**config.mk**
```make
export PLATFORM = sky130hd
export DESIGN_NAME = complex_magnitude_int_sqrt_core
export DESIGN_NICKNAME = d
export VERILOG_FILES = /design/src/hdl/cmis_pkg.sv /design/src/hdl/complex_magnitude_int_sqrt_core.sv /design/src/hdl/cmis_square.sv /design/src/hdl/cmis_root_step.sv /design/src/hdl/cmis_round.sv
export SDC_FILE = /design/constraint.sdc
export NUM_CORES = 2
export LEC_CHECK = 0
export ABC_AREA = 1
export BUFFER_PORTS_ARGS = -buffer_cell sky130_fd_sc_hd__buf_4
export CORE_MARGIN = 5
export CORE_UTILIZATION = 50
export DETAILED_ROUTE_END_ITERATION = 16
export PLACE_DENSITY = 0.61
export SLEW_MARGIN = 20
export SYNTH_ARGS = -nofsm -noshare
export SYNTH_HDL_FRONTEND = slang
export SYNTH_SLANG_ARGS = --single-unit
```
**constraint.sdc**
```tcl
create_clock -name clk -period 4.8 [get_ports clk]
set_input_delay 0.24 -clock clk [delete_from_list [all_inputs] [get_ports clk]]
set_output_delay 0.24 -clock clk [all_outputs]
set_load 0.01 [all_outputs]
```
**src/hdl/cmis_pkg.sv**
```systemverilog
// Shared widths and defaults for the complex magnitude square-root core.
`default_nettype none
package cmis_pkg;

	localparam int SAMPLE_BITS_DEF = 16;      // default sample precision
	localparam int IN_W            = 16;      // real_part / imag_part port width
	localparam int MAG_W           = 16;      // magnitude field width
	localparam int S_TDATA_W       = 2 * IN_W;
	localparam int M_TDATA_W       = MAG_W;

endpackage
`default_nettype wire

```
**src/hdl/complex_magnitude_int_sqrt_core.sv**
```systemverilog
// Complex magnitude core: |re + j*im| by rounded integer square root.
//
// Input stream (s_axis): one FFT bin per beat, tdata = {imag_part, real_part},
// tlast marks the final bin of a frame. Output stream (m_axis): one beat per
// input beat in order, tdata = magnitude (unsigned), tlast copied through.
// The magnitude saturates at 2^(SAMPLE_BITS-1) rather than wrapping.
//
// Throughput: one beat per cycle while m_axis is ready. Pipeline stages:
// two for squaring and summing, one per root
// bit for the SAMPLE_BITS-1 bit search stages, and two for rounding.
//
// Every stage carries its own valid bit and loads whenever it is empty or its
// successor moves, so a stalled m_axis fills empty stages first and s_axis
// tready drops only once the whole pipeline is full. Nothing is dropped or
// repeated across a stall. Reset clears all valid bits; data registers are
// not reset.
`default_nettype none
module complex_magnitude_int_sqrt_core #(
	parameter int SAMPLE_BITS = cmis_pkg::SAMPLE_BITS_DEF
) (
	input  wire logic                             clk,
	input  wire logic                             arst_n,
	input  wire logic                             s_axis_tvalid,
	output logic                                  s_axis_tready,
	input  wire logic [cmis_pkg::S_TDATA_W-1:0]   s_axis_tdata, // {imag_part, real_part}
	input  wire logic                             s_axis_tlast,
	output logic                                  m_axis_tvalid,
	input  wire logic                             m_axis_tready,
	output logic [cmis_pkg::M_TDATA_W-1:0]        m_axis_tdata, // magnitude
	output logic                                  m_axis_tlast
);

	localparam int NW      = 2 * SAMPLE_BITS;
	localparam int RW      = SAMPLE_BITS - 1;
	localparam int LATENCY = SAMPLE_BITS + 3;
	localparam int OCC_W   = $clog2(LATENCY + 2);
	localparam logic [cmis_pkg::MAG_W-1:0] MAG_MAX = cmis_pkg::MAG_W'(1) << (SAMPLE_BITS - 1);

	logic [NW-1:0] num_c  [RW+1];
	logic [NW-1:0] sq_c   [RW+1];
	logic [RW-1:0] est_c  [RW+1];
	logic          last_c [RW+1];
	logic          v_c    [RW+1];
	logic          rdy_c  [RW+1];

	cmis_square #(.SAMPLE_BITS(SAMPLE_BITS)) u_square (
		.clk       (clk),
		.arst_n    (arst_n),
		.in_valid  (s_axis_tvalid),
		.in_ready  (s_axis_tready),
		.real_part (s_axis_tdata[cmis_pkg::IN_W-1:0]),
		.imag_part (s_axis_tdata[cmis_pkg::S_TDATA_W-1:cmis_pkg::IN_W]),
		.last_in   (s_axis_tlast),
		.out_valid (v_c[0]),
		.out_ready (rdy_c[0]),
		.num       (num_c[0]),
		.last_out  (last_c[0])
	);

	assign sq_c[0]  = '0;
	assign est_c[0] = '0;

	// bit SAMPLE_BITS-2 first, down to bit 0
	for (genvar i = 0; i < RW; i++) begin : g_root
		cmis_root_step #(.SAMPLE_BITS(SAMPLE_BITS), .BIT(RW - 1 - i)) u_step (
			.clk       (clk),
			.arst_n    (arst_n),
			.in_valid  (v_c[i]),
			.in_ready  (rdy_c[i]),
			.num_i     (num_c[i]),
			.sq_i      (sq_c[i]),
			.est_i     (est_c[i]),
			.last_i    (last_c[i]),
			.out_valid (v_c[i+1]),
			.out_ready (rdy_c[i+1]),
			.num_o     (num_c[i+1]),
			.sq_o      (sq_c[i+1]),
			.est_o     (est_c[i+1]),
			.last_o    (last_c[i+1])
		);
	end

	cmis_round #(.SAMPLE_BITS(SAMPLE_BITS)) u_round (
		.clk       (clk),
		.arst_n    (arst_n),
		.in_valid  (v_c[RW]),
		.in_ready  (rdy_c[RW]),
		.num_i     (num_c[RW]),
		.sq_i      (sq_c[RW]),
		.est_i     (est_c[RW]),
		.last_i    (last_c[RW]),
		.out_valid (m_axis_tvalid),
		.out_ready (m_axis_tready),
		.magnitude (m_axis_tdata),
		.last_o    (m_axis_tlast)
	);

	// beats in flight, for checking only
	logic [OCC_W-1:0] occ_q;
	logic             in_beat, out_beat;

	assign in_beat  = s_axis_tvalid && s_axis_tready;
	assign out_beat = m_axis_tvalid && m_axis_tready;

	always_ff @(posedge clk or negedge arst_n) begin
		if (!arst_n) begin
			occ_q <= '0;
		end else if (in_beat && !out_beat) begin
			occ_q <= occ_q + OCC_W'(1);
		end else if (!in_beat && out_beat) begin
			occ_q <= occ_q - OCC_W'(1);
		end
	end

	a_mag_range: assert property (@(posedge clk) disable iff (!arst_n)
		m_axis_tvalid |-> m_axis_tdata <= MAG_MAX)
		else $error("magnitude above saturation value");

	a_ready_when_empty: assert property (@(posedge clk) disable iff (!arst_n)
		(!m_axis_tvalid || m_axis_tready) |-> s_axis_tready)
		else $error("input stalled while output stage can move");

	a_occ_bound: assert property (@(posedge clk) disable iff (!arst_n)
		occ_q <= OCC_W'(LATENCY))
		else $error("more beats in flight than pipeline stages");

	a_out_has_source: assert property (@(posedge clk) disable iff (!arst_n)
		m_axis_tvalid |-> occ_q != '0)
		else $error("output beat with no input beat pending");

endmodule
`default_nettype wire

```
**src/hdl/cmis_square.sv**
```systemverilog
// Sign extension, squaring and sum of squares: two pipeline stages.
`default_nettype none
module cmis_square #(
	parameter int SAMPLE_BITS = cmis_pkg::SAMPLE_BITS_DEF,
	localparam int NW = 2 * SAMPLE_BITS
) (
	input  wire logic                       clk,
	input  wire logic                       arst_n,
	input  wire logic                       in_valid,
	output logic                            in_ready,
	input  wire logic [cmis_pkg::IN_W-1:0]  real_part,
	input  wire logic [cmis_pkg::IN_W-1:0]  imag_part,
	input  wire logic                       last_in,
	output logic                            out_valid,
	input  wire logic                       out_ready,
	output logic [NW-1:0]                   num,
	output logic                            last_out
);

	logic signed [SAMPLE_BITS-1:0] re_s, im_s;
	logic signed [NW-1:0]          re_sq, im_sq;
	logic [NW-1:0] re_sq_s1, im_sq_s1;
	logic          last_s1, valid_s1, ready_s1;
	logic [NW-1:0] num_s2;
	logic          last_s2, valid_s2, ready_s2;

	// only the low SAMPLE_BITS of each part count
	assign re_s  = signed'(real_part[SAMPLE_BITS-1:0]);
	assign im_s  = signed'(imag_part[SAMPLE_BITS-1:0]);
	assign re_sq = re_s * re_s;
	assign im_sq = im_s * im_s;

	assign ready_s2 = !valid_s2 || out_ready;
	assign ready_s1 = !valid_s1 || ready_s2;
	assign in_ready = ready_s1;

	always_ff @(posedge clk or negedge arst_n) begin
		if (!arst_n) begin
			valid_s1 <= 1'b0;
			valid_s2 <= 1'b0;
		end else begin
			if (ready_s1) valid_s1 <= in_valid;
			if (ready_s2) valid_s2 <= valid_s1;
		end
	end

	always_ff @(posedge clk) begin
		if (ready_s1 && in_valid) begin
			re_sq_s1 <= unsigned'(re_sq);
			im_sq_s1 <= unsigned'(im_sq);
			last_s1  <= last_in;
		end
		// each square <= 2^(NW-2), so the sum fits NW bits
		if (ready_s2 && valid_s1) begin
			num_s2  <= re_sq_s1 + im_sq_s1;
			last_s2 <= last_s1;
		end
	end

	assign out_valid = valid_s2;
	assign num       = num_s2;
	assign last_out  = last_s2;

endmodule
`default_nettype wire

```
**src/hdl/cmis_root_step.sv**
```systemverilog
// One bit of the square-root search, with the running square kept by shift-add.
`default_nettype none
module cmis_root_step #(
	parameter int SAMPLE_BITS = cmis_pkg::SAMPLE_BITS_DEF,
	parameter int BIT         = 0,
	localparam int NW = 2 * SAMPLE_BITS,
	localparam int RW = SAMPLE_BITS - 1
) (
	input  wire logic          clk,
	input  wire logic          arst_n,
	input  wire logic          in_valid,
	output logic               in_ready,
	input  wire logic [NW-1:0] num_i,
	input  wire logic [NW-1:0] sq_i,
	input  wire logic [RW-1:0] est_i,
	input  wire logic          last_i,
	output logic               out_valid,
	input  wire logic          out_ready,
	output logic [NW-1:0]      num_o,
	output logic [NW-1:0]      sq_o,
	output logic [RW-1:0]      est_o,
	output logic               last_o
);

	localparam logic [RW-1:0] BIT_MASK = RW'(1) << BIT;
	localparam logic [NW-1:0] BIT_SQ   = NW'(1) << (2 * BIT);

	logic [NW-1:0] sq_cand;
	logic          take;
	logic          valid_q;

	// (est + 2^b)^2 = est^2 + est*2^(b+1) + 2^(2b)
	assign sq_cand  = sq_i + (NW'(est_i) << (BIT + 1)) + BIT_SQ;
	assign take     = sq_cand <= num_i;
	assign in_ready = !valid_q || out_ready;

	always_ff @(posedge clk or negedge arst_n) begin
		if (!arst_n) begin
			valid_q <= 1'b0;
		end else if (in_ready) begin
			valid_q <= in_valid;
		end
	end

	always_ff @(posedge clk) begin
		if (in_ready && in_valid) begin
			num_o  <= num_i;
			last_o <= last_i;
			sq_o   <= take ? sq_cand : sq_i;
			est_o  <= take ? (est_i | BIT_MASK) : est_i;
		end
	end

	assign out_valid = valid_q;

endmodule
`default_nettype wire

```
**src/hdl/cmis_round.sv**
```systemverilog
// Round-to-nearest of the truncated root: two pipeline stages, ties keep the root.
`default_nettype none
module cmis_round #(
	parameter int SAMPLE_BITS = cmis_pkg::SAMPLE_BITS_DEF,
	localparam int NW = 2 * SAMPLE_BITS,
	localparam int RW = SAMPLE_BITS - 1
) (
	input  wire logic                         clk,
	input  wire logic                         arst_n,
	input  wire logic                         in_valid,
	output logic                              in_ready,
	input  wire logic [NW-1:0]                num_i,
	input  wire logic [NW-1:0]                sq_i,
	input  wire logic [RW-1:0]                est_i,
	input  wire logic                         last_i,
	output logic                              out_valid,
	input  wire logic                         out_ready,
	output logic [cmis_pkg::MAG_W-1:0]        magnitude,
	output logic                              last_o
);

	logic [NW-1:0] num_s1, sq1_s1, below_s1;
	logic [RW-1:0] est_s1;
	logic          last_s1, valid_s1, ready_s1;
	logic [cmis_pkg::MAG_W-1:0] mag_s2;
	logic          last_s2, valid_s2, ready_s2;
	logic [NW-1:0] above;
	logic          up;
	logic [SAMPLE_BITS-1:0] est_up;

	assign ready_s2 = !valid_s2 || out_ready;
	assign ready_s1 = !valid_s1 || ready_s2;
	assign in_ready = ready_s1;

	// (est+1)^2 below num only when the search saturated: then est+1 is closer
	assign above  = sq1_s1 - num_s1;
	assign up     = (sq1_s1 < num_s1) || (above < below_s1);
	assign est_up = SAMPLE_BITS'(est_s1) + SAMPLE_BITS'(1);

	always_ff @(posedge clk or negedge arst_n) begin
		if (!arst_n) begin
			valid_s1 <= 1'b0;
			valid_s2 <= 1'b0;
		end else begin
			if (ready_s1) valid_s1 <= in_valid;
			if (ready_s2) valid_s2 <= valid_s1;
		end
	end

	always_ff @(posedge clk) begin
		if (ready_s1 && in_valid) begin
			num_s1   <= num_i;
			est_s1   <= est_i;
			last_s1  <= last_i;
			sq1_s1   <= sq_i + (NW'(est_i) << 1) + NW'(1);
			below_s1 <= num_i - sq_i;
		end
		if (ready_s2 && valid_s1) begin
			mag_s2  <= up ? cmis_pkg::MAG_W'(est_up) : cmis_pkg::MAG_W'(est_s1);
			last_s2 <= last_s1;
		end
	end

	assign out_valid = valid_s2;
	assign magnitude = mag_s2;
	assign last_o    = last_s2;

endmodule
`default_nettype wire
```
==> metrics.cfg <==
[clock_tree]
clock_latency_ps = 740
clk_pin_slew_ps = 60
clockBufferDepth = 3
htree_levels = 3
cts_tree = done
root_buffer = clkbuf_16
cts.sinks = 1108
numCtsBuffers = 116

[worst_setup_path]
critical_path.top_delay_family = adder cells
end_kind = register
crit_top_cell = fa_1
slowest_stage = fa_1
cp-startpoint = s_axis_tdata[6]
r2r_start = g_root[12].u_step.est_o[14]$_DFFE_PP_
cp_cell_sequence = buf_4 -> buf_4 -> nand2_2 -> inv_1 -> fa_1 -> inv_2 -> fa_1 -> inv_2 -> fa_1 -> fa_2 -> fa_1 -> inv_1 -> fa_1 -> inv_2 -> ha_4 -> a21oi_4 -> o21ai_4 -> a21oi_4 -> buf_6 -> o21bai_4 -> a21oi_2 -> o21bai_1 -> xor2_1
worstPathMaxFanout = 4
critical_path_required_ps = 5260
path_buf_inv = 8
slowest_delay_ps = 550
startpoint_type = input port
cp.arrival_ps = 5350
path_class = input port to register

[global_routing]
grt_start_max_net_pins = 75
grt_pass1_vias = 51930
globalRouteTotalUtil = 0.2132
grt_antenna_before_repair = 0
grt_pass1_wl_um = 270800
gr-total-overflow = 0

[yosys]
ys_warn_count = 0
synth_seq_cells = 1108
syn_avg_cell_area_sq_um = 10.13
synthTopCellsByArea = edfxtp_1 (43%), fa_1 (13%), ha_1 (11%)
async_flop_share = 0.01715
syn-cell-area_sq_um = 75200
synth.distinct_cells = 74
synthCells = 7426
synth_top_area_share = 0.4348
yosys-top-cells-count = inv_1 (1,618), nand2_1 (1,392), edfxtp_1 (1,089)
syn_nets = 8592
synth_edf_count = 1089
synth_flop_cell = edfxtp_1
seq_area_frac_synth = 0.4412
yosysMostFrequentCell = inv_1
synth_top_area_cell = edfxtp_1

[sta]
fin_crit_ps = 4892
hold_viol = 0
setup_ws_ps = -92.43
fin_setup_tns_ps = -216.5
clock_skew_ps = 43.38
setup_viol = 7
tightest_slew_ps = 1026
clock.fmax_mhz = 204.4
slew_headroom = 0.3147
rsz0062_at_grt = yes
maxSlewViolCount = 0
finalCritPeriodShare = 1.019

[run_status]
violations = negative setup slack
status = finished, violations left

[place]
hpwl_um = 137600
dp_cells = 9823
gp_congestion = 0.9048
dpl-instance-area_sq_um = 82210
port_buffers = 55

[cells_and_area]
finish.utilization = 0.5889
instances_no_fill = 10130
area_growth_pct = 17.14
drive_above_1_share = 0.1511
nets = 9181
final_cell_area_sq_um = 88090

[worst_hold_path]
hold_start = s_axis_tdata[16]
hp-class = input port to register

[detailed_routing]
drc = 0
wl_per_cell_um = 16.62
first_pass_iters = 7
ant_nets = 0
drtIter0Drc = 2926
wl_um = 168400
vias = 51150
via_per_inst = 5.049

[floorplanning]
core-area_sq_um = 149600
die_w_um = 397.8
row_count = 142
ios = 56
die_h_um = 397.8
start_util = 0.5027
die-area_sq_um = 158300

[run]
drv_cap = 0

[cell families (layout without fill, tap and decap cells)]
kind of cell,after synthesis,count (layout),synth area share
buffers and inverters,1726,2414,0.08695
adder cells (fa/ha/maj),1129,1129,0.2349
flip-flops,1108,1108,0.4412
other,0,1,0
AND/OR/NAND/NOR,2173,2173,0.1224
XOR/XNOR,409,409,0.04763
AO/OA/AOI/OAI,881,881,0.06695
[stage by stage]
step | hold WS, ps | setup WS (ps)
after CTS | 87.52 | -27.85
final | 136.3 | -92.43
after global routing | 107.5 | -233.4
after detailed placement | 150.0 | -990.4
after floorplan | -55.59 | -740.7
after global placement | 147.7 | -997.0
[sequential cells by signal, indices dropped and copies added (netlist names)]
name and cells:
g_root.u_step.est_o 119, g_root.u_step.last_o 15, g_root.u_step.num_o 480, g_root.u_step.out_valid 15, g_root.u_step.sq_o 250, u_round.below_s1 32
u_round.est_s1 15, u_round.last_o 1, u_round.last_s1 1, u_round.magnitude 16, u_round.num_s1 32, u_round.out_valid 1
u_round.sq1_s1 32, u_round.valid_s1 1, u_square.im_sq_s1 31, u_square.last_out 1, u_square.last_s1 1, u_square.num 32
u_square.out_valid 1, u_square.re_sq_s1 31, u_square.valid_s1 1
[layout make-up]
class / count / area (sq um)
Timing Repair Buffer: 575 / 5021
Tap cell: 2016 / 2522
Antenna cell: 1 / 2.502
Timing Repair inverter: 1 / 7.507
Multi-Input combinational cell: 4592 / 37330
Clock inverter: 70 / 809.5
Clock buffer: 147 / 3112
Sequential cell: 1108 / 33180
Fill cell: 12740 / 61500
Inverter: 1621 / 6115
[tightest hold or removal path: stages]
cell	delay (ps)
buf_4	100
buf_12	110
buf_4	100
buf_4	160
[metal layers]
layer	GRT usage	vias to the layer above	wire length [um]
met5	0	-	0
met4	0.04484	0	3664
met3	0.02425	232	5299
met2	0.3920	758	88330
met1	0.2714	24760	71100
li1	-	25400	-
[layout by cell type, fill, tap and decap left out, types with 12 or more instances in the layout]
cell type and count:
inv_1 1530, nand2_1 1294, edfxtp_1 1089, ha_1 614, buf_4 482, fa_1 434
a21oi_1 344, xor2_1 295, nor2_1 289, o21ai_0 236, nand3_1 163, clkbuf_16 121
xnor2_1 103, nand4_1 80, inv_2 78, nand2_2 76, nor3_1 66, nor4_1 65
o21ai_1 44, ha_4 43, buf_6 43, a21oi_2 39, nand2_4 38, fa_2 37
a21o_1 28, clkinv_2 28, buf_12 26, o21ai_2 24, clkbuf_1 24, o21a_1 22
o21bai_1 20, nor2_4 20, o211ai_1 20, dfrtp_1 19, nor2_2 17, clkinv_1 17
a31oi_1 16, bufinv_16 15, a21oi_4 14, buf_8 12
[final timing paths]
| kind | endpoint | slack, ps | depth (start not counted) |
|---|---|---|---|
| setup reg to reg | g_root[13].u_step.sq_o[22]$_DFFE_PP_ | 310 | 20 |
| hold / removal | u_square.im_sq_s1[0]$_DFFE_PP_ | 140 | 4 |
| setup / recovery | u_square.re_sq_s1[27]$_DFFE_PP_ | -90 | 23 |
| min in group asynchronous | u_square.valid_s1$_DFFE_PN0N_ | 770 | 3 |
| hold reg to reg | g_root[0].u_step.num_o[27]$_DFFE_PP_ | 410 | 0 |
| max in group asynchronous | g_root[11].u_step.out_valid$_DFFE_PN0P_ | 3470 | 3 |
[repair_timing]
action                                 4_1_cts  5_1_grt
hold buffers                                 6        0
setup buffers                               28       55
cloned                                       0        4
pin swaps                                   84      173
gates resized for setup                     87      235
endpoints found under the hold margin       24        0
setup endpoints to repair                   26      114
Power is not shown: default switching activity piles up to over one toggle a cycle in this logic, so the estimate is an artifact.
